$ cat config.mk
export PLATFORM = sky130hd
export DESIGN_NAME = mutex_priority_inheritance
export DESIGN_NICKNAME = d
export VERILOG_FILES = /design/src/mpi_pkg.sv /design/src/mpi_ram.sv /design/src/mutex_priority_inheritance.sv
export VERILOG_INCLUDE_DIRS = /design/src /design/src/src
export SDC_FILE = /design/constraint.sdc
export NUM_CORES = 1
export LEC_CHECK = 0
export ABC_AREA = 1
export BUFFER_PORTS_ARGS = -buffer_cell sky130_fd_sc_hd__buf_4
export CAP_MARGIN = 20
export CORE_ASPECT_RATIO = 1.25
export CORE_MARGIN = 2
export CORE_UTILIZATION = 55
export CTS_BUF_LIST = sky130_fd_sc_hd__clkbuf_8
export DETAILED_ROUTE_END_ITERATION = 10
export HOLD_SLACK_MARGIN = 0.05
export PLACE_DENSITY = 0.84
export SETUP_SLACK_MARGIN = 0.02
export SLEW_MARGIN = 20
export SYNTH_ARGS = -nofsm -noshare
export SYNTH_HDL_FRONTEND = slang
export SYNTH_SLANG_ARGS = --single-unit
export TNS_END_PERCENT = 10
$ cat constraint.sdc
create_clock -name clk -period 2.45 [get_ports clk]
set_clock_uncertainty 0.1 [all_clocks]
set_input_delay 0.245 -clock clk [delete_from_list [all_inputs] [get_ports clk]]
set_output_delay 0.245 -clock clk [all_outputs]
set_load 0.005 [all_outputs]
$ cat src/mutex_priority_inheritance_macros.svh
// Assertion macros shared by the mutex RTL.
// Every macro samples on clk and is disabled while rst is high.
`ifndef MUTEX_PRIORITY_INHERITANCE_MACROS_SVH
`define MUTEX_PRIORITY_INHERITANCE_MACROS_SVH

// The consequent must hold in the same cycle as the antecedent.
`define MPI_ASSERT_SAME(label, ante, cons) \
  label: assert property (@(posedge clk) disable iff (rst) (ante) |-> (cons)) \
    else $error("mutex assertion failed");

// The consequent must hold in the cycle after the antecedent.
`define MPI_ASSERT_NEXT(label, ante, cons) \
  label: assert property (@(posedge clk) disable iff (rst) (ante) |=> (cons)) \
    else $error("mutex assertion failed");

`endif

$ cat src/mpi_pkg.sv
`timescale 1ns / 1ps

package mpi_pkg;

  // Number of task ids the lock serves; the id field is sized from it.
  localparam int TASK_COUNT = 16;

  // Field widths fixed by the request and response formats.
  localparam int ID_W   = $clog2(TASK_COUNT);
  localparam int PRIO_W = 8;

  // Default depth of the waiter queue.
  localparam int WAIT_DEPTH_DEFAULT = 8;

  typedef enum logic {
    REQ_TAKE = 1'b0,
    REQ_GIVE = 1'b1
  } req_kind_t;

  typedef enum logic [2:0] {
    ST_GRANTED   = 3'd0,
    ST_BLOCKED   = 3'd1,
    ST_RELEASED  = 3'd2,
    ST_HANDOVER  = 3'd3,
    ST_NOT_OWNER = 3'd4,
    ST_FULL      = 3'd5
  } status_t;

  typedef struct packed {
    req_kind_t         req_type;
    logic [ID_W-1:0]   task_id;
    logic [PRIO_W-1:0] task_priority;
  } req_t;

  typedef struct packed {
    status_t           status;
    logic              owner_valid;
    logic [ID_W-1:0]   owner_id;
    logic [PRIO_W-1:0] owner_priority;
    logic              woken_valid;
    logic [ID_W-1:0]   woken_id;
    logic [PRIO_W-1:0] restore_priority;
    logic              switch_request;
  } rsp_t;

endpackage

$ cat src/mpi_ram.sv
`timescale 1ns / 1ps

module mpi_ram #(
  parameter int WIDTH = 8,
  parameter int DEPTH = 8
) (
  input  logic                     clk,
  input  logic                     we,
  input  logic [$clog2(DEPTH)-1:0] waddr,
  input  logic [WIDTH-1:0]         wdata,
  input  logic [$clog2(DEPTH)-1:0] raddr,
  output logic [WIDTH-1:0]         rdata
);

  logic [WIDTH-1:0] mem [DEPTH];

  // One write port and one registered read port; a read of the address being
  // written returns the old contents.
  always_ff @(posedge clk) begin
    if (we) begin
      mem[waddr] <= wdata;
    end
    rdata <= mem[raddr];
  end

endmodule

$ cat src/mutex_priority_inheritance.sv
`timescale 1ns / 1ps
// Hardware mutex with priority inheritance and a FIFO of waiting tasks. Each
// request beat takes or gives the lock for one task; a lower priority number is
// more urgent. A waiter that is more urgent than the holder raises the holder's
// effective priority, and a give by the holder restores its base priority and
// either frees the lock or hands it to the oldest waiter. Every request beat
// produces exactly one response beat. The block takes one request per cycle
// while req_stall is low. A request passes the request register, where the
// lock state is read and updated, and then the response register. The waiter
// queue sits in a RAM of WAIT_DEPTH entries whose head is read ahead from the
// next read pointer, with a bypass for a head written in the previous cycle.
`include "mutex_priority_inheritance_macros.svh"

module mutex_priority_inheritance
  import mpi_pkg::*;
#(
  parameter int WAIT_DEPTH = WAIT_DEPTH_DEFAULT
) (
  input  logic clk,
  input  logic rst,
  input  logic req_valid,
  output logic req_stall,
  input  req_t req,
  output logic rsp_valid,
  input  logic rsp_stall,
  output rsp_t rsp
);

  localparam int PTR_W = $clog2(WAIT_DEPTH);
  localparam int CNT_W = $clog2(WAIT_DEPTH + 1);
  localparam int ENT_W = ID_W + PRIO_W;
  localparam logic [PTR_W-1:0] LAST_SLOT = PTR_W'(WAIT_DEPTH - 1);
  localparam logic [CNT_W-1:0] FULL_CNT  = CNT_W'(WAIT_DEPTH);

  // Request register and pipeline control.
  logic s1_valid;
  req_t s1_req;
  logic s1_adv;
  logic fire;

  // Lock state.
  logic              locked, locked_next;
  logic [ID_W-1:0]   holder_id, holder_id_next;
  logic [PRIO_W-1:0] base_priority, base_priority_next;
  logic [PRIO_W-1:0] effective_priority, effective_priority_next;
  logic [PTR_W-1:0]  rd_ptr, rd_ptr_next;
  logic [PTR_W-1:0]  wr_ptr, wr_ptr_next;
  logic [CNT_W-1:0]  waiter_count, waiter_count_next;

  // Waiter queue storage.
  logic              push;
  logic [ENT_W-1:0]  ram_rdata;
  logic              head_bypass;
  logic [ENT_W-1:0]  head_bypass_data;
  logic [ENT_W-1:0]  head;
  logic [ID_W-1:0]   head_id;
  logic [PRIO_W-1:0] head_prio;

  rsp_t rsp_next;

  assign s1_adv    = !rsp_valid || !rsp_stall;
  assign fire      = s1_valid && s1_adv;
  assign req_stall = s1_valid && !s1_adv;

  // Request register.
  always_ff @(posedge clk) begin
    if (rst) begin
      s1_valid <= 1'b0;
    end else if (!req_stall) begin
      s1_valid <= req_valid;
    end
    if (req_valid && !req_stall) begin
      s1_req <= req;
    end
  end

  // Head of the waiter queue, with the entry written last cycle taking over.
  assign head      = head_bypass ? head_bypass_data : ram_rdata;
  assign head_id   = head[ENT_W-1 -: ID_W];
  assign head_prio = head[PRIO_W-1:0];

  mpi_ram #(
    .WIDTH (ENT_W),
    .DEPTH (WAIT_DEPTH)
  ) u_waiters (
    .clk   (clk),
    .we    (push),
    .waddr (wr_ptr),
    .wdata ({s1_req.task_id, s1_req.task_priority}),
    .raddr (rd_ptr_next),
    .rdata (ram_rdata)
  );

  always_ff @(posedge clk) begin
    if (rst) begin
      head_bypass <= 1'b0;
    end else begin
      head_bypass <= push && (wr_ptr == rd_ptr_next);
    end
    head_bypass_data <= {s1_req.task_id, s1_req.task_priority};
  end

  // Lock decision for the request in the request register.
  always_comb begin
    locked_next             = locked;
    holder_id_next          = holder_id;
    base_priority_next      = base_priority;
    effective_priority_next = effective_priority;
    rd_ptr_next             = rd_ptr;
    wr_ptr_next             = wr_ptr;
    waiter_count_next       = waiter_count;
    push                    = 1'b0;
    rsp_next                = '0;
    rsp_next.status         = ST_NOT_OWNER;

    if (s1_req.req_type == REQ_TAKE) begin
      if (!locked) begin
        locked_next             = 1'b1;
        holder_id_next          = s1_req.task_id;
        base_priority_next      = s1_req.task_priority;
        effective_priority_next = s1_req.task_priority;
        rsp_next.status         = ST_GRANTED;
      end else if (waiter_count == FULL_CNT) begin
        rsp_next.status = ST_FULL;
      end else begin
        push              = fire;
        wr_ptr_next       = (wr_ptr == LAST_SLOT) ? '0 : wr_ptr + 1'b1;
        waiter_count_next = waiter_count + 1'b1;
        if (s1_req.task_priority < effective_priority) begin
          effective_priority_next = s1_req.task_priority;
        end
        rsp_next.status         = ST_BLOCKED;
        rsp_next.switch_request = 1'b1;
      end
    end else if (locked && holder_id == s1_req.task_id) begin
      rsp_next.restore_priority = base_priority;
      if (waiter_count == '0) begin
        locked_next             = 1'b0;
        holder_id_next          = '0;
        base_priority_next      = '0;
        effective_priority_next = '0;
        rsp_next.status         = ST_RELEASED;
      end else begin
        holder_id_next          = head_id;
        base_priority_next      = head_prio;
        effective_priority_next = head_prio;
        rd_ptr_next             = (rd_ptr == LAST_SLOT) ? '0 : rd_ptr + 1'b1;
        waiter_count_next       = waiter_count - 1'b1;
        rsp_next.status         = ST_HANDOVER;
        rsp_next.woken_valid    = 1'b1;
        rsp_next.woken_id       = head_id;
        rsp_next.switch_request = 1'b1;
      end
    end

    rsp_next.owner_valid    = locked_next;
    rsp_next.owner_id       = locked_next ? holder_id_next : '0;
    rsp_next.owner_priority = locked_next ? effective_priority_next : '0;

    // Hold the next read pointer unless the request actually moves on this cycle.
    if (!fire) begin
      rd_ptr_next = rd_ptr;
    end
  end

  // Lock state register, updated only when a request moves to the response.
  always_ff @(posedge clk) begin
    if (rst) begin
      locked             <= 1'b0;
      holder_id          <= '0;
      base_priority      <= '0;
      effective_priority <= '0;
      rd_ptr             <= '0;
      wr_ptr             <= '0;
      waiter_count       <= '0;
    end else if (fire) begin
      locked             <= locked_next;
      holder_id          <= holder_id_next;
      base_priority      <= base_priority_next;
      effective_priority <= effective_priority_next;
      rd_ptr             <= rd_ptr_next;
      wr_ptr             <= wr_ptr_next;
      waiter_count       <= waiter_count_next;
    end
  end

  // Response register.
  always_ff @(posedge clk) begin
    if (rst) begin
      rsp_valid <= 1'b0;
    end else if (s1_adv) begin
      rsp_valid <= s1_valid;
    end
    if (fire) begin
      rsp <= rsp_next;
    end
  end

  // A free lock never has waiters behind it.
  `MPI_ASSERT_SAME(a_free_no_waiters, !locked, waiter_count == '0)
  // The queue never holds more than its depth.
  `MPI_ASSERT_SAME(a_count_bound, 1'b1, waiter_count <= FULL_CNT)
  // A handover always wakes a waiter and asks for a switch.
  `MPI_ASSERT_SAME(a_handover_wakes, rsp_valid && rsp.status == ST_HANDOVER,
                   rsp.woken_valid && rsp.switch_request && rsp.owner_valid)
  // A push always leaves the lock held with at least one waiter.
  `MPI_ASSERT_NEXT(a_push_counts, push, locked && waiter_count != '0)

endmodule
After elaboration in Yosys (flattened, before gate mapping)
Memory sizes are Yosys's and may differ from the RTL's. A register that Yosys moved wholly into a read port is not among the register bits.
Index checks and enable logic that the tools add are counted.
{"block": "totals", "regBits": 89, "ram_bits": 96, "inputBits": 17, "wordCells": 101, "n_memories": 1}
{"name": "u_waiters.mem", "depth": 8, "word_bits": 12, "rd": 1, "rd_clocked_by_memory_dff": 1, "wr": 1, "line": "mpi_ram.sv:15", "rtl": "logic [WIDTH-1:0] mem [DEPTH];"}
{"block": "op_classes", "n_addsub": 4, "order_cmp": 1, "n_eq_ne": 9, "mux": 44, "n_bitwise": 3, "reduce_logical": 17}
{"op": "2-to-1 mux 8 bit", "n": 9}
{"op": "2-to-1 mux 4 bit", "n": 9}
{"op": "2-to-1 mux 3 bit", "n": 10}
{"op": "2-to-1 mux 1 bit", "n": 14}
{"op": "2-to-1 mux 12 bit", "n": 1}
{"op": "< comparator 8 bit", "n": 1}
{"op": "adder 3 x 1 -> 3 bit (second input constant)", "n": 2}
{"op": "== test 3 bit (second input constant)", "n": 2}
{"op": "inequality test 2 bit (second input constant)", "n": 3}
{"op": "logical AND 1 bit", "n": 5}
{"op": "2-to-1 mux 5 bit", "n": 1}
{"op": "AND reduction 5 bit", "n": 1}
{"op": "adder 4 x 1 -> 4 bit (second input constant)", "n": 1}
{"op": "== test 4 bit", "n": 1}
{"op": "== test 4 bit (second input constant)", "n": 1}
{"op": "zero test 1 bit", "n": 4}
{"op": "zero test 4 bit", "n": 1}
{"op": "AND reduction 4 bit", "n": 1}
{"op": "subtractor 4 x 1 -> 4 bit (second input constant)", "n": 1}
{"op": "== test 3 bit", "n": 1}
{"op": "inverter 1 bit", "n": 3}
{"op": "AND reduction 3 bit", "n": 1}
{"op": "OR reduction 3 bit", "n": 1}
{"op": "inequality test 2 x 1 -> 1 bit (second input constant)", "n": 1}
{"op": "other kinds (3)", "n": 3}

Longest topological paths before layout
{"block": "logic_depth", "word_depth": 8, "mapped_depth": 16, "ltp_nobuf": 16}

Cells and area by module
Synthesis repeated with hierarchy kept, for this count alone.
{"block": "hier_totals", "hier_cells": 927, "hier_area_um2": 8670.8}
{"module": "mpi_ram", "instances": 1, "cells_each": 445, "area_each_um2": 4479.3, "seq_area_each_um2": 3123.0}
{"module": "mutex_priority_inheritance", "instances": 1, "cells_each": 482, "area_each_um2": 4191.5, "seq_area_each_um2": 2212.1}

Worst setup path before layout
No wires, ideal clock.
{"block": "synth_path", "path_kind": "register to register", "start": "register s1_req[12] (netlist name)", "end": "memory u_waiters.mem[7][0] (netlist name) (enable)", "t_arrival_ns": 2.062, "required_ns": 1.954, "slack_ns": -0.109, "path_stages_with_launch": 8, "n_path_buf": 0, "period_less_slack_ns": 2.559, "path_cell_list": "edfxtp_1 > nor2_1 > nand2_1 > nor2_1 > inv_1 > nor2_1 > inv_1 > nor3_1"}
{"block": "synth_via", "elab_chain_len": 3}
{"element": "start: declaration", "line": "mutex_priority_inheritance.sv:37", "rtl": "req_t s1_req;"}
{"element": "start signal: assignment", "line": "mutex_priority_inheritance.sv:73", "rtl": "s1_req <= req;"}
{"element": "2-to-1 mux 1 bit", "line": "mutex_priority_inheritance.sv:116", "rtl": "if (s1_req.req_type == REQ_TAKE) begin"}
{"element": "2-to-1 mux 1 bit", "line": "mpi_ram.sv:20", "rtl": "if (we) begin"}
{"element": "2-to-1 mux 1 bit (implied by the code)", "line": "mpi_ram.sv:21", "rtl": "mem[waddr] <= wdata;"}
{"element": "end: declaration", "line": "mpi_ram.sv:15"}
Every way passes these cells.

Final worst setup path
{"block": "layout_path", "start": "register holder_id[1]", "end": "register u_waiters.rdata[3], read port of u_waiters.mem"}
{"block": "layout_via", "elab_chain_len": 5}
{"element": "start: declaration", "line": "mutex_priority_inheritance.sv:43", "rtl": "logic [ID_W-1:0] holder_id, holder_id_next;"}
{"element": "start signal: assignment", "line": "mutex_priority_inheritance.sv:178", "rtl": "holder_id <= holder_id_next;"}
{"element": "== test 4 bit", "line": "mutex_priority_inheritance.sv:135", "rtl": "end else if (locked && holder_id == s1_req.task_id) begin"}
{"element": "logical AND 1 bit", "line": "mutex_priority_inheritance.sv:135"}
{"element": "2-to-1 mux 3 bit", "line": "mutex_priority_inheritance.sv:135"}
{"element": "2-to-1 mux 3 bit", "line": "mutex_priority_inheritance.sv:116"}
{"element": "2-to-1 mux 3 bit", "line": "mutex_priority_inheritance.sv:161", "rtl": "if (!fire) begin"}
{"element": "end: declaration", "line": "mpi_ram.sv:12", "rtl": "output logic [WIDTH-1:0] rdata"}
Every way passes these cells.
A chain may end at the register's enable or synchronous reset.

==> summary.txt <==
Place
  – Setup Slack @ Placement: 0.1243 ns
  – DP Cell Count: 1198
  – Final HPWL DP: 14160 um
  – Post-DP Area: 9555 sq um
  – Port-buffer cells: 48
  – GPL Wtd Cong: 0.9081

Setup path
  – Worst path cell trace: inv_1, nand2_1, nand2_1, nor2_1, nand3_2, nor2_8, nand3_4, buf_4, o21ai_4, nand3_1, nand2_1, nand2_1, nand2_1
  – CP startpoint: holder_id[1]
  – WP data required: 2.76 ns
  – CP Capture Type: flop
  – Buf/Inv on CP: 2
  – Most frequent CP cell: nand2_1
  – Critical path arrival: 2.71 ns
  – CP max stage delay: 0.41 ns
  – CP Launch Type: flop
  – CP max FO: 12
  – RR Startpoint: holder_id[1]
  – Crit path depth: 13
  – Critical path's top delay family: simple AND/OR/NAND/NOR gates
  – Setup CP Type: reg -> reg
  – Worst Reg-to-Reg Cells: 13
  – Slowest stage cell, crit path: dfxtp_1

Power
  – Worst VDD drop: 0.4440 mV
  – Leakage: 0.004613 uW
  – Power per cell area: 601.0 nW/um^2

Timing
  – Final Max Slew Viols: 0
  – Peak Freq: 417.0 MHz
  – Final worst path period share: 97.89%
  – Slew @ Worst Pin: 0.5467 ns
  – Slew headroom: 63.51%
  – Hold WS: 0.3932 ns
  – # setup viols final: 0
  – Fin crit period: 2.398 ns
  – Setup TNS: 0 ns
  – Final hold violations: 0
  – Setup slack after layout: 0.05170 ns

Cells and area
  – Finished Layout Cells: 1258
  – Proportion of layout cells with a drive suffix above 1: 15.68%
  – Syn-to-layout area delta: 17.99%
  – FILL cells: 1068
  – Final net count: 1064
  – Fin area: 10270 sq um
  – Total inserted antenna cells: 0
  – Commonest non-fill, non-tap cells in the layout: nand2_1, inv_1, edfxtp_1
  – Commonest non-fill, non-tap cell in the layout: nand2_1

Global route
  – GR Util All Layers: 26.91%
  – Grt total ovfl: 0
  – Antenna violations before repair: 0
  – Global-route wire length before repair: 33840 um
  – Largest net degree at the start of global routing: 38
  – Vias in the first global route: 6630

Clock tree
  – CTS Buf Count: 17
  – H-tree Lvls: 4
  – Clock latency on the worst-skew pair: 0.47 ns
  – Clock transition at path regs: 0.11 ns
  – Maximum buffer depth of the clock tree: 2
  – CTS tree: done
  – Number of clock sinks: 197
  – Clk Tree Root Cell: clkbuf_8

Min path
  – HP Start: req[4]
  – Hold WC Path Type: in -> reg
  – Hold path depth: 2

Route
  – DRT iter0 DRCs: 797
  – Via density: 5.642
  – Post-DRT Antenna Nets: 0
  – 1st-pass router iterations: 6
  – Post-DR wirelength/cell: 18.46 um
  – Total number of vias: 7098
  – Drt total wl: 23220 um
  – # DRC: 0

Floorplan
  – Die Height: 144.6 um
  – Initial core utilization: 56.12%
  – Die X: 116.5 um
  – Row Count: 51
  – Core Area: 15510 sq um
  – I/O pins: 49
  – Die area: 16850 sq um

Synthesis
  – FF+latch count, synth: 197
  – Synth area leaders: edfxtp_1, dfxtp_1, nand2_1
  – Synth top area share: 47.97%
  – Largest area contributor in the netlist: edfxtp_1
  – Yosys warnings: 0
  – Syn Nets: 955
  – Sequential area share after synthesis: 61.31%
  – Mapped Area: 8702 sq um
  – Mean Syn Cell Area: 9.418 sq um
  – Yosys cell types: 34
  – Cell count after synthesis: 924

Job
  – Max_cap viols: 0

Run status
  – Status: complete, no violations
-- area by class of cell --
type	instances	area, sq um	area share, %
clock buffer	17	234.0	2.279
clock inverter	15	143.9	1.401
inverter	167	630.6	6.142
multi-input combinational	530	2643	25.74
sequential	197	5336	51.97
tap	212	265.3	2.583
timing repair buffer	120	1015	9.883
-- routing by layer --
layer	global-route usage (%)	up-vias	routed length [um]
met5	0	-	0
met2	46.21	470	11440
met4	13.78	0	1675
li1	-	3210	-
met3	5.281	129	2288
met1	31.95	3289	7813
-- where the power goes --
group          leakage (uW)  internal (uW)  switching, uW
sequential          0.00176           3650           44.4
clock              0.000185            748           1250
combinational       0.00267            185            301
-- cell families (layout without fill, tap and decap cells) --
kind of cell / Yosys count / after routing / share of synthesized area [%]
compound gates: 67 / 69 / 4.601
buf+inv: 199 / 319 / 9.245
flops: 197 / 197 / 61.31
fa+ha+maj: 14 / 14 / 2.099
xor+xnor: 4 / 4 / 0.4027
simple gates: 443 / 443 / 22.34
-- per-stage QoR --
stage               utilization [%]  power, uW
detailed placement            61.62       4192
finish                        66.21       6171
CTS                           65.22       6126
global placement              61.62       4175
global route                  66.21       6345
floorplan                         -       3997
-- cells in the mapped netlist --
cell type / count
clkbuf_1: 13
ha_1: 13
nand3_1: 124
inv_1: 161
nand4_1: 2
nand3b_1: 12
o211ai_1: 2
buf_2: 10
nand2_2: 1
edfxtp_1: 139
nand3_2: 1
nor2_8: 1
o221ai_1: 1
nand2_1: 228
o22ai_2: 1
nor2_1: 65
a21oi_1: 41
dfxtp_1: 58
a211oi_1: 9
nand2_4: 3
nand4_2: 1
nand3_4: 1
buf_6: 4
buf_1: 1
xor2_1: 1
o21ai_0: 10
o21ai_4: 2
inv_2: 6
nor3_1: 3
buf_4: 4
or2_2: 1
o21ai_2: 1
fa_1: 1
xnor2_1: 3
-- sequential cells by signal, summed over array words and instances, names as in the netlist --
name                cells
rd_ptr                  3
u_waiters.mem          96
s1_valid                1
s1_req                 13
wr_ptr                  3
holder_id               4
rsp                    30
base_priority           8
head_bypass             1
head_bypass_data       12
waiter_count            4
effective_priority      8
locked                  1
u_waiters.rdata        12
rsp_valid               1
-- final timing paths --
| path | endpoint | slack [ns] |
|---|---|---|
| setup / recovery | u_waiters.rdata[3] | 0.05 |
| hold / removal | s1_req[4] | 0.39 |
| setup reg to reg | u_waiters.rdata[3] | 0.05 |
| hold reg to reg | base_priority[3] | 0.43 |
-- what timing repair did --
| item | CTS | global route |
|---|---|---|
| buffers inserted | 0 | 8 |
| gates resized for setup | 0 | 18 |
| setup endpoints to repair | 0 | 56 |
| endpoints found under the hold margin | 20 | 0 |
| hold buffers | 18 | 0 |
(Power assumes the default switching activity.)
